--- src/rtl/fba_pkg.sv ---
// ----------------------------------------------------------------------------
// fba_pkg: shared types and constants of the frame bitmap allocator
// Holds the request and response payloads, the configuration register
// indexes, the controller states and the controller/datapath interface.
// ----------------------------------------------------------------------------
package fba_pkg;

  // Fixed field widths of the request, response and configuration port.
  localparam int FrameIdxW  = 8;
  localparam int FrameCntW  = 9;
  localparam int PageWordsW = 7;
  localparam int CfgIdxW    = 1;
  localparam int CfgDataW   = 9;

  // Configuration register indexes.
  localparam logic [CfgIdxW-1:0] CFG_FRAME_COUNT = 1'b0;
  localparam logic [CfgIdxW-1:0] CFG_PAGE_WORDS  = 1'b1;

  typedef enum logic {
    REQ_ALLOC = 1'b0,
    REQ_FREE  = 1'b1
  } req_type_e;

  typedef enum logic [1:0] {
    ST_OK       = 2'd0,
    ST_NO_FRAME = 2'd1,
    ST_RANGE    = 2'd2
  } status_e;

  typedef struct packed {
    req_type_e             req_type;
    logic [FrameIdxW-1:0]  frame_index;
  } fba_req_t;

  typedef struct packed {
    logic [FrameIdxW-1:0]  granted_frame;
    status_e               status;
  } fba_rsp_t;

  typedef enum logic [2:0] {
    S_CLEAR,
    S_IDLE,
    S_CHECK,
    S_SCAN,
    S_ZERO
  } fba_state_e;

  // Commands from the controller to the datapath.
  typedef struct packed {
    logic    clr_step;    // zero one page memory word during the reset sweep
    logic    load;        // capture a new request
    logic    scan_step;   // advance the allocate scan pointer
    logic    mark_used;   // set the used bit under the scan pointer
    logic    free_bit;    // clear the used bit of the requested frame
    logic    zero_load;   // load the page base address and word counter
    logic    zero_step;   // zero one page word and advance
    logic    result_en;   // register a response and raise the strobe
    logic    grant;       // response carries the scan pointer as frame
    status_e result_status;
  } fba_cmd_t;

  // Status from the datapath to the controller.
  typedef struct packed {
    logic is_free_req;
    logic clr_last;
    logic no_frames;
    logic range_err;
    logic scan_free;
    logic scan_last;
    logic no_words;
    logic zero_last;
  } fba_stat_t;

endpackage

--- src/rtl/fba_ctrl.sv ---
// ----------------------------------------------------------------------------
// fba_ctrl: request sequencer of the frame bitmap allocator
// Runs the reset sweep of the page memory, then takes requests and steps
// the datapath through the allocate scan or the page zeroing of a free.
// ----------------------------------------------------------------------------
module fba_ctrl (
  input  logic               clk_i,
  input  logic               rst_ni,
  input  logic               start,
  output logic               busy,
  input  fba_pkg::fba_stat_t stat_i,
  output fba_pkg::fba_cmd_t  cmd_o
);
  import fba_pkg::*;

  fba_state_e state_q, state_d;

  // State register.
  always_ff @(posedge clk_i or negedge rst_ni) begin
    if (!rst_ni) begin
      state_q <= S_CLEAR;
    end else begin
      state_q <= state_d;
    end
  end

  // Next state and datapath commands.
  always_comb begin
    state_d = state_q;
    cmd_o   = '0;
    cmd_o.result_status = ST_OK;
    unique case (state_q)
      S_CLEAR: begin
        cmd_o.clr_step = 1'b1;
        if (stat_i.clr_last) begin
          state_d = S_IDLE;
        end
      end
      S_IDLE: begin
        if (start) begin
          cmd_o.load = 1'b1;
          state_d    = S_CHECK;
        end
      end
      S_CHECK: begin
        if (!stat_i.is_free_req) begin
          if (stat_i.no_frames) begin
            cmd_o.result_en     = 1'b1;
            cmd_o.result_status = ST_NO_FRAME;
            state_d             = S_IDLE;
          end else begin
            state_d = S_SCAN;
          end
        end else if (stat_i.range_err) begin
          cmd_o.result_en     = 1'b1;
          cmd_o.result_status = ST_RANGE;
          state_d             = S_IDLE;
        end else begin
          cmd_o.free_bit  = 1'b1;
          cmd_o.zero_load = 1'b1;
          if (stat_i.no_words) begin
            cmd_o.result_en = 1'b1;
            state_d         = S_IDLE;
          end else begin
            state_d = S_ZERO;
          end
        end
      end
      S_SCAN: begin
        if (stat_i.scan_free) begin
          cmd_o.mark_used = 1'b1;
          cmd_o.result_en = 1'b1;
          cmd_o.grant     = 1'b1;
          state_d         = S_IDLE;
        end else if (stat_i.scan_last) begin
          cmd_o.result_en     = 1'b1;
          cmd_o.result_status = ST_NO_FRAME;
          state_d             = S_IDLE;
        end else begin
          cmd_o.scan_step = 1'b1;
        end
      end
      S_ZERO: begin
        cmd_o.zero_step = 1'b1;
        if (stat_i.zero_last) begin
          cmd_o.result_en = 1'b1;
          state_d         = S_IDLE;
        end
      end
      default: begin
        state_d = S_IDLE;
      end
    endcase
  end

  assign busy = (state_q != S_IDLE);

endmodule

--- src/rtl/fba_datapath.sv ---
// ----------------------------------------------------------------------------
// fba_datapath: bitmap, page memory and counters of the frame allocator
// Holds the configuration registers, the used-bit map, the scan pointer,
// the page word address and counter, the page memory and the response.
// The used-bit map is a memory with a registered read port; the reset sweep
// of the page memory clears it on the way.
// ----------------------------------------------------------------------------
module fba_datapath #(
  parameter int MAX_FRAMES     = 256,
  parameter int MAX_PAGE_WORDS = 64,
  parameter int WORD_BITS      = 32
) (
  input  logic                           clk_i,
  input  logic                           rst_ni,
  input  fba_pkg::fba_req_t              req_i,
  input  logic                           cfg_we_i,
  input  logic [fba_pkg::CfgIdxW-1:0]    cfg_idx_i,
  input  logic [fba_pkg::CfgDataW-1:0]   cfg_wdata_i,
  input  fba_pkg::fba_cmd_t              cmd_i,
  output fba_pkg::fba_stat_t             stat_o,
  output logic                           done_o,
  output fba_pkg::fba_rsp_t              rsp_o
);
  import fba_pkg::*;

  localparam int FIdxW    = $clog2(MAX_FRAMES);
  localparam int CmpW     = (FIdxW + 1 > FrameCntW) ? FIdxW + 1 : FrameCntW;
  localparam int WCntW    = ($clog2(MAX_PAGE_WORDS + 1) > PageWordsW)
                            ? $clog2(MAX_PAGE_WORDS + 1) : PageWordsW;
  localparam int MemDepth = MAX_FRAMES * MAX_PAGE_WORDS;
  localparam int AddrW    = $clog2(MemDepth);
  localparam int ProdW    = FrameIdxW + WCntW;
  localparam int SweepW   = AddrW + 1;

  logic [FrameCntW-1:0]  frame_count_q;
  logic [PageWordsW-1:0] page_words_q;
  logic                  used_mem [MAX_FRAMES];
  logic                  used_rd_q;
  logic [FIdxW-1:0]      scan_q, scan_d;
  fba_req_t              req_q;
  logic [AddrW-1:0]      addr_q, addr_d;
  logic [WCntW-1:0]      wcnt_q;
  logic                  done_q;
  fba_rsp_t              rsp_q;
  logic [WORD_BITS-1:0]  page_mem [MemDepth];

  logic [CmpW-1:0]       eff_frames;
  logic [WCntW-1:0]      eff_words;
  logic [FIdxW-1:0]      free_idx;
  logic [ProdW-1:0]      base_prod;
  logic                  mem_we;
  logic                  map_we;
  logic [FIdxW-1:0]      map_addr;
  logic                  map_wdata;

  // Configuration registers.
  always_ff @(posedge clk_i or negedge rst_ni) begin
    if (!rst_ni) begin
      frame_count_q <= FrameCntW'(256);
      page_words_q  <= PageWordsW'(64);
    end else if (cfg_we_i) begin
      if (cfg_idx_i == CFG_FRAME_COUNT) begin
        frame_count_q <= cfg_wdata_i;
      end else if (cfg_idx_i == CFG_PAGE_WORDS) begin
        page_words_q <= cfg_wdata_i[PageWordsW-1:0];
      end
    end
  end

  // Effective frame count and page size, limited to the storage provided.
  always_comb begin
    if (CmpW'(frame_count_q) > CmpW'(MAX_FRAMES)) begin
      eff_frames = CmpW'(MAX_FRAMES);
    end else begin
      eff_frames = CmpW'(frame_count_q);
    end
    if (WCntW'(page_words_q) > WCntW'(MAX_PAGE_WORDS)) begin
      eff_words = WCntW'(MAX_PAGE_WORDS);
    end else begin
      eff_words = WCntW'(page_words_q);
    end
  end

  assign free_idx  = FIdxW'(req_q.frame_index);
  assign base_prod = ProdW'(req_q.frame_index) * ProdW'(eff_words);

  // Captured request.
  always_ff @(posedge clk_i) begin
    if (cmd_i.load) begin
      req_q <= req_i;
    end
  end

  // Allocate scan pointer, one frame per cycle from frame zero.
  always_comb begin
    scan_d = scan_q;
    if (cmd_i.load) begin
      scan_d = '0;
    end else if (cmd_i.scan_step) begin
      scan_d = scan_q + FIdxW'(1);
    end
  end

  always_ff @(posedge clk_i or negedge rst_ni) begin
    if (!rst_ni) begin
      scan_q <= '0;
    end else begin
      scan_q <= scan_d;
    end
  end

  // Used-bit map write port: cleared by the reset sweep, set by a grant and
  // cleared by a free.
  always_comb begin
    map_we    = 1'b0;
    map_addr  = free_idx;
    map_wdata = 1'b0;
    if (cmd_i.clr_step) begin
      map_we   = ({1'b0, addr_q} < SweepW'(MAX_FRAMES));
      map_addr = FIdxW'(addr_q);
    end else if (cmd_i.mark_used) begin
      map_we    = 1'b1;
      map_addr  = scan_q;
      map_wdata = 1'b1;
    end else if (cmd_i.free_bit) begin
      map_we = 1'b1;
    end
  end

  // The read follows the next scan pointer, so the registered bit always
  // belongs to the frame under the current scan pointer.
  always_ff @(posedge clk_i) begin
    if (map_we) begin
      used_mem[map_addr] <= map_wdata;
    end
    used_rd_q <= used_mem[scan_d];
  end

  // Page memory address: reset sweep, then the base of the freed page.
  always_comb begin
    addr_d = addr_q;
    if (cmd_i.zero_load) begin
      addr_d = AddrW'(base_prod);
    end else if (cmd_i.clr_step || cmd_i.zero_step) begin
      addr_d = addr_q + AddrW'(1);
    end
  end

  always_ff @(posedge clk_i or negedge rst_ni) begin
    if (!rst_ni) begin
      addr_q <= '0;
      wcnt_q <= '0;
    end else begin
      addr_q <= addr_d;
      if (cmd_i.zero_load) begin
        wcnt_q <= '0;
      end else if (cmd_i.zero_step) begin
        wcnt_q <= wcnt_q + WCntW'(1);
      end
    end
  end

  // Page memory: only ever written with zeros, one word per cycle.
  assign mem_we = cmd_i.clr_step || cmd_i.zero_step;

  always_ff @(posedge clk_i) begin
    if (mem_we) begin
      page_mem[addr_q] <= '0;
    end
  end

  // Status toward the controller.
  always_comb begin
    stat_o.is_free_req = (req_q.req_type == REQ_FREE);
    stat_o.clr_last    = (addr_q == AddrW'(MemDepth - 1));
    stat_o.no_frames   = (eff_frames == '0);
    stat_o.range_err   = (CmpW'(req_q.frame_index) >= eff_frames);
    stat_o.scan_free   = !used_rd_q;
    stat_o.scan_last   = ((CmpW'(scan_q) + CmpW'(1)) == eff_frames);
    stat_o.no_words    = (eff_words == '0);
    stat_o.zero_last   = ((wcnt_q + WCntW'(1)) == eff_words);
  end

  // Response register and strobe.
  always_ff @(posedge clk_i or negedge rst_ni) begin
    if (!rst_ni) begin
      done_q <= 1'b0;
    end else begin
      done_q <= cmd_i.result_en;
    end
  end

  always_ff @(posedge clk_i) begin
    if (cmd_i.result_en) begin
      rsp_q.status        <= cmd_i.result_status;
      rsp_q.granted_frame <= cmd_i.grant ? FrameIdxW'(scan_q) : '0;
    end
  end

  assign done_o = done_q;
  assign rsp_o  = rsp_q;

endmodule

--- src/rtl/frame_bitmap_allocator.sv ---
// ----------------------------------------------------------------------------
// frame_bitmap_allocator: first-fit physical frame allocator
// Allocate takes the lowest free frame below the frame count; free clears a
// frame's used bit and zeroes its page words in the page memory.
//
//   Channel   Signals                               Direction
//   request   start, busy, req_i                    in (start), out (busy)
//   response  done_o, rsp_o                         out, one-cycle strobe
//   config    cfg_we_i, cfg_idx_i, cfg_wdata_i      in, write only
//
// A request is taken when start is high and busy is low; one request is
// worked on at a time. Allocate scans the used-bit map one bit per cycle
// up to the frame count. Free zeroes its page words one at a time through
// the single page memory write port; an out-of-range frame is answered
// from the check state. After reset, busy stays high while the page memory
// is zeroed. The response strobe lasts one cycle and cannot be held off.
// ----------------------------------------------------------------------------
module frame_bitmap_allocator #(
  parameter int MAX_FRAMES     = 256,
  parameter int MAX_PAGE_WORDS = 64,
  parameter int WORD_BITS      = 32
) (
  input  logic                          clk_i,
  input  logic                          rst_ni,
  input  logic                          start,
  output logic                          busy,
  input  fba_pkg::fba_req_t             req_i,
  output logic                          done_o,
  output fba_pkg::fba_rsp_t             rsp_o,
  input  logic                          cfg_we_i,
  input  logic [fba_pkg::CfgIdxW-1:0]   cfg_idx_i,
  input  logic [fba_pkg::CfgDataW-1:0]  cfg_wdata_i
);
  import fba_pkg::*;

  fba_cmd_t  cmd;
  fba_stat_t stat;

  // Request sequencer.
  fba_ctrl u_ctrl (
    .clk_i  (clk_i),
    .rst_ni (rst_ni),
    .start  (start),
    .busy   (busy),
    .stat_i (stat),
    .cmd_o  (cmd)
  );

  // Map, memory and counters.
  fba_datapath #(
    .MAX_FRAMES     (MAX_FRAMES),
    .MAX_PAGE_WORDS (MAX_PAGE_WORDS),
    .WORD_BITS      (WORD_BITS)
  ) u_datapath (
    .clk_i       (clk_i),
    .rst_ni      (rst_ni),
    .req_i       (req_i),
    .cfg_we_i    (cfg_we_i),
    .cfg_idx_i   (cfg_idx_i),
    .cfg_wdata_i (cfg_wdata_i),
    .cmd_i       (cmd),
    .stat_o      (stat),
    .done_o      (done_o),
    .rsp_o       (rsp_o)
  );

  // A response always closes a request that was in progress.
  assert property (@(posedge clk_i) disable iff (!rst_ni)
    done_o |-> $past(busy))
    else $error("response strobe without a request in progress");

  // An accepted request keeps the block busy in the next cycle.
  assert property (@(posedge clk_i) disable iff (!rst_ni)
    (start && !busy) |=> busy)
    else $error("accepted request did not make the block busy");

  // Only a successful allocate reports a nonzero frame.
  assert property (@(posedge clk_i) disable iff (!rst_ni)
    (done_o && rsp_o.status != ST_OK) |-> (rsp_o.granted_frame == '0))
    else $error("failed request reported a frame number");

  // No two responses in consecutive cycles: a response returns the controller to idle.
  assert property (@(posedge clk_i) disable iff (!rst_ni)
    done_o |=> !done_o)
    else $error("two responses in consecutive cycles");

endmodule
--- config.mk ---
export PLATFORM = sky130hd
export DESIGN_NAME = frame_bitmap_allocator
export DESIGN_NICKNAME = d
export VERILOG_FILES = /design/src/rtl/fba_pkg.sv /design/src/rtl/fba_ctrl.sv /design/src/rtl/fba_datapath.sv /design/src/rtl/frame_bitmap_allocator.sv
export SDC_FILE = /design/constraint.sdc
export NUM_CORES = 1
export LEC_CHECK = 0
export ABC_AREA = 0
export BUFFER_PORTS_ARGS = -buffer_cell sky130_fd_sc_hd__buf_2
export CAP_MARGIN = 40
export CORE_MARGIN = 1
export CORE_UTILIZATION = 45
export DETAILED_ROUTE_END_ITERATION = 12
export GPL_TIMING_DRIVEN = 0
export PLACE_DENSITY_LB_ADDON = 0.05
export SLEW_MARGIN = 20
export SYNTH_ARGS = -nofsm -noshare
export SYNTH_HDL_FRONTEND = slang
export SYNTH_HIERARCHICAL = 1
export SYNTH_SLANG_ARGS = --single-unit
--- constraint.sdc ---
create_clock -name clk_i -period 18.2 [get_ports clk_i]
set_input_delay 0.91 -clock clk_i [delete_from_list [all_inputs] [get_ports clk_i]]
set_output_delay 0.91 -clock clk_i [all_outputs]
set_load 0.05 [all_outputs]
==> metrics.txt <==
endpoints failing hold=0; vias in the first global route=~12000; violation count after the first detailed-route iteration=roughly 1100; TritonCTS clock tree=built; maximum vdd ir drop=between 0.07 and 0.08 mV; Via Count=12200; gp weighted congestion=0.863; Post-Syn Area per Cell=roughly 11 µm²; final antenna-violating net count=0; data arrival time of the worst path=about 6.2 ns; P per Cell Area=around 150 mW/mm²; fillers=3390; height of the chip=197 µm; number of detailed-routing iterations run before antenna repair=5; final worst path period share=between 30% and 40%; worst slack on hold paths=around 0.4 ns; run status=finished clean; count of endpoints failing setup in the final report=0; setup tns final=0 ns; post_cts resized=0; estimated wirelength of the detail-placed design=between 30000 and 40000 µm; slack of the worst reg-to-reg path=12.50 ns; number of placed I/O pins=35; CTS clk-pin slew, worst paths=about 0.060 ns; library cells used by synthesis=70; effective utilization at floorplan=between 40 and 50%; DR vias/cell=5.66; maximum clock rate=between 150 and 200 MHz; number of pins exceeding their max-slew limit in the final report=0; Rel. slew slack=between 40% and 50%; number of storage elements in the synthesis netlist=around 330; number of buffers added on ports=34; routed wire length=roughly 50000 µm; clock period minus final worst setup slack=around 5.7 ns; worst endpoint required time=18.69 ns; global-route wire length before repair=about 74000 µm; Max clock buf depth=3; grt total ovfl=0; clock sink total=around 330; setup repair after global routing missed its margin=no; post-synthesis cell count=1522; post-route DRC violation count=0; path class of the lowest-slack min-delay path=input port to async pin; cell area after synthesis=between 0.015 and 0.02 mm²; floorplan core area=0.0370 mm²; width of the chip=roughly 200 µm; number of antenna violations at the first check in global routing=1; clk_skew=0.0182 ns; synthesized net count=1615; Final #Nets=~1700; number of flops mapped to enable cells by yosys=approximately 280; Rows=70; largest net degree at the start of global routing=50; measured slew at the worst slew-check pin=approximately 0.87 ns; post-layout power=around 3.0 mW; maximum fanout along the worst path=10; cell at the root of the clock tree=clkbuf_16; sort of element at the start of the critical path=register; mean routed wirelength per cell=roughly 23 µm; share of the yosys chip area belonging to registers=~56%; clock latency on the worst-skew pair=between 0.5 and 0.6 ns; Static Leak=around 6.9 nW; Setup CP Type=register to register; Tot GR Track Use=a little over a quarter; type of destination of the critical path=register; Yosys warning total=6; antenna diode count=0; CTS buffer count=39; area of the die=~0.039 mm²; share of final-layout standard cells stronger than drive strength 1=roughly 11%; count of buffers added by post-CTS timing repair for setup=0; post-cts hold buffer count=0; layout overhead on the synthesized area=14.0%; H-tree depth=2; max-cap violation count=0; Primary FF master, synth=edfxtp_1; Post-synth ARST share=~15%
-- critical path: stages, from the launching register on --
cell and delay, ns:
dfstp_2 0.59, clkinv_1 0.24, nand2_1 0.20, xor2_1 0.22
a41oi_1 0.07, nor4_1 0.34, nand3_1 0.13, a211oi_1 0.32
nor3_1 0.11, buf_4 0.19, mux2i_1 0.13, or2_2 0.29
clkbuf_1 0.18, inv_1 0.34, buf_2 0.48, nor2_1 0.23
buf_4 0.23, a22oi_1 0.38, a31oi_1 0.13, or3b_1 0.38
a32oi_1 0.20, and4_1 0.24
-- cell usage after synthesis (all sizes together) (14+ instances only) --
master / number / area [µm²]
buf: 25 / 210
nor3b: 15 / 118
edfxtp: 275 / 8260
nand2: 169 / 634
mux4: 19 / 428
mux2i: 65 / 651
mux2: 16 / 180
o21ai: 36 / 180
inv: 35 / 136
clkbuf: 65 / 244
nand3: 54 / 270
a21oi: 26 / 130
xnor2: 31 / 272
nor2: 318 / 1200
fa: 28 / 561
a31oi: 17 / 106
and2: 49 / 307
nor3: 14 / 70.1
dfrtp: 47 / 1180
ha: 42 / 526
xor2: 27 / 236
-- path summary, 6_finish.rpt --
kind,startpoint,endpoint,depth (start not counted)
worst max-delay path,u_datapath/frame_count_q[8],u_datapath/used_rd_q,21
worst min-delay path,rst_ni,u_datapath/wcnt_q[0],1
worst max register to register,u_datapath/frame_count_q[8],u_datapath/used_rd_q,21
worst min register to register,u_datapath/frame_count_q[6],u_datapath/frame_count_q[6],1
max in group asynchronous,rst_ni,u_datapath/addr_q[10],1
min in group clk_i,u_datapath/frame_count_q[6],u_datapath/frame_count_q[6],1
-- state kept, by name (all words and copies together) (netlist names) --
signal,cells
u_datapath/addr_q,14
u_datapath/wcnt_q,7
u_datapath/frame_count_q,9
u_datapath/used_rd_q,1
u_datapath/page_words_q,7
u_datapath/free_idx,8
u_datapath/used_mem,256
u_ctrl/state_q,3
u_datapath/rsp_o,10
u_datapath/stat_o,1
u_datapath/done_o,1
u_datapath/scan_q,8
-- final cells by class --
| class | instances | area, µm² | area share [%] |
|---|---|---|---|
| plain buffers | 90 | 454 | 2.34 |
| clock buffers | 49 | 1040 | 5.38 |
| clock inverters | 22 | 148 | 0.760 |
| inverters | 36 | 140 | 0.721 |
| multi-input cells | 1071 | 6960 | 35.8 |
| flip-flops and latches | 325 | 9510 | 48.9 |
| well taps | 504 | 631 | 3.25 |
| repair buffers | 58 | 543 | 2.80 |
-- routing by layer --
layer  vias up  routed length, µm  GRT usage, %
li1       5601                  -             -
met1      6038              22300          37.7
met2       469              21400          39.2
met3        92               3970          5.53
met4         0               1620          9.24
met5         -                  0             0
-- layout by cell type, fill, tap and decap left out, types with 26 or more instances in the layout --
master	count
fa_1	28
clkbuf_16	40
inv_1	34
o21ai_0	34
nand2_1	169
mux2i_1	65
nor2_1	317
a21oi_1	26
buf_2	41
xor2_1	26
nand3_1	54
dfrtp_1	47
and2_1	49
xnor2_1	31
edfxtp_1	275
ha_1	42
clkbuf_1	73
-- cells by family after synthesis --
group | count (synthesis) | share of synthesized area, %
buffers and inverters | 126 | 3.49
adder cells (fa/ha/maj) | 70 | 6.37
XOR/XNOR | 58 | 2.98
flip-flops | 325 | 55.8
multiplexers | 100 | 7.39
AND/OR/NAND/NOR | 682 | 17.7
AO/OA/AOI/OAI | 161 | 6.28
-- where the power goes --
| group | internal (mW) | leakage, nW | switching [mW] |
|---|---|---|---|
| sequential | 0.928 | 3.15 | 0.0474 |
| combinational | 0.439 | 3.11 | 0.841 |
| clock | 0.422 | 0.588 | 0.314 |
| total | 1.79 | 6.85 | 1.20 |
-- stage by stage --
step                      utilization (%)  area, µm²  setup WS (ns)  instances
after global routing                 52.6      19400          12.19       2155
final                                52.6      19400          12.50       2155
after CTS                            52.4      19400          12.59       2151
after global placement               48.3      17800           3.54       2060
after detailed placement             49.2      18200          12.63       2080
after floorplan                         -      17000           9.06       1522
Note: power is estimated with default switching activity, not from simulation.
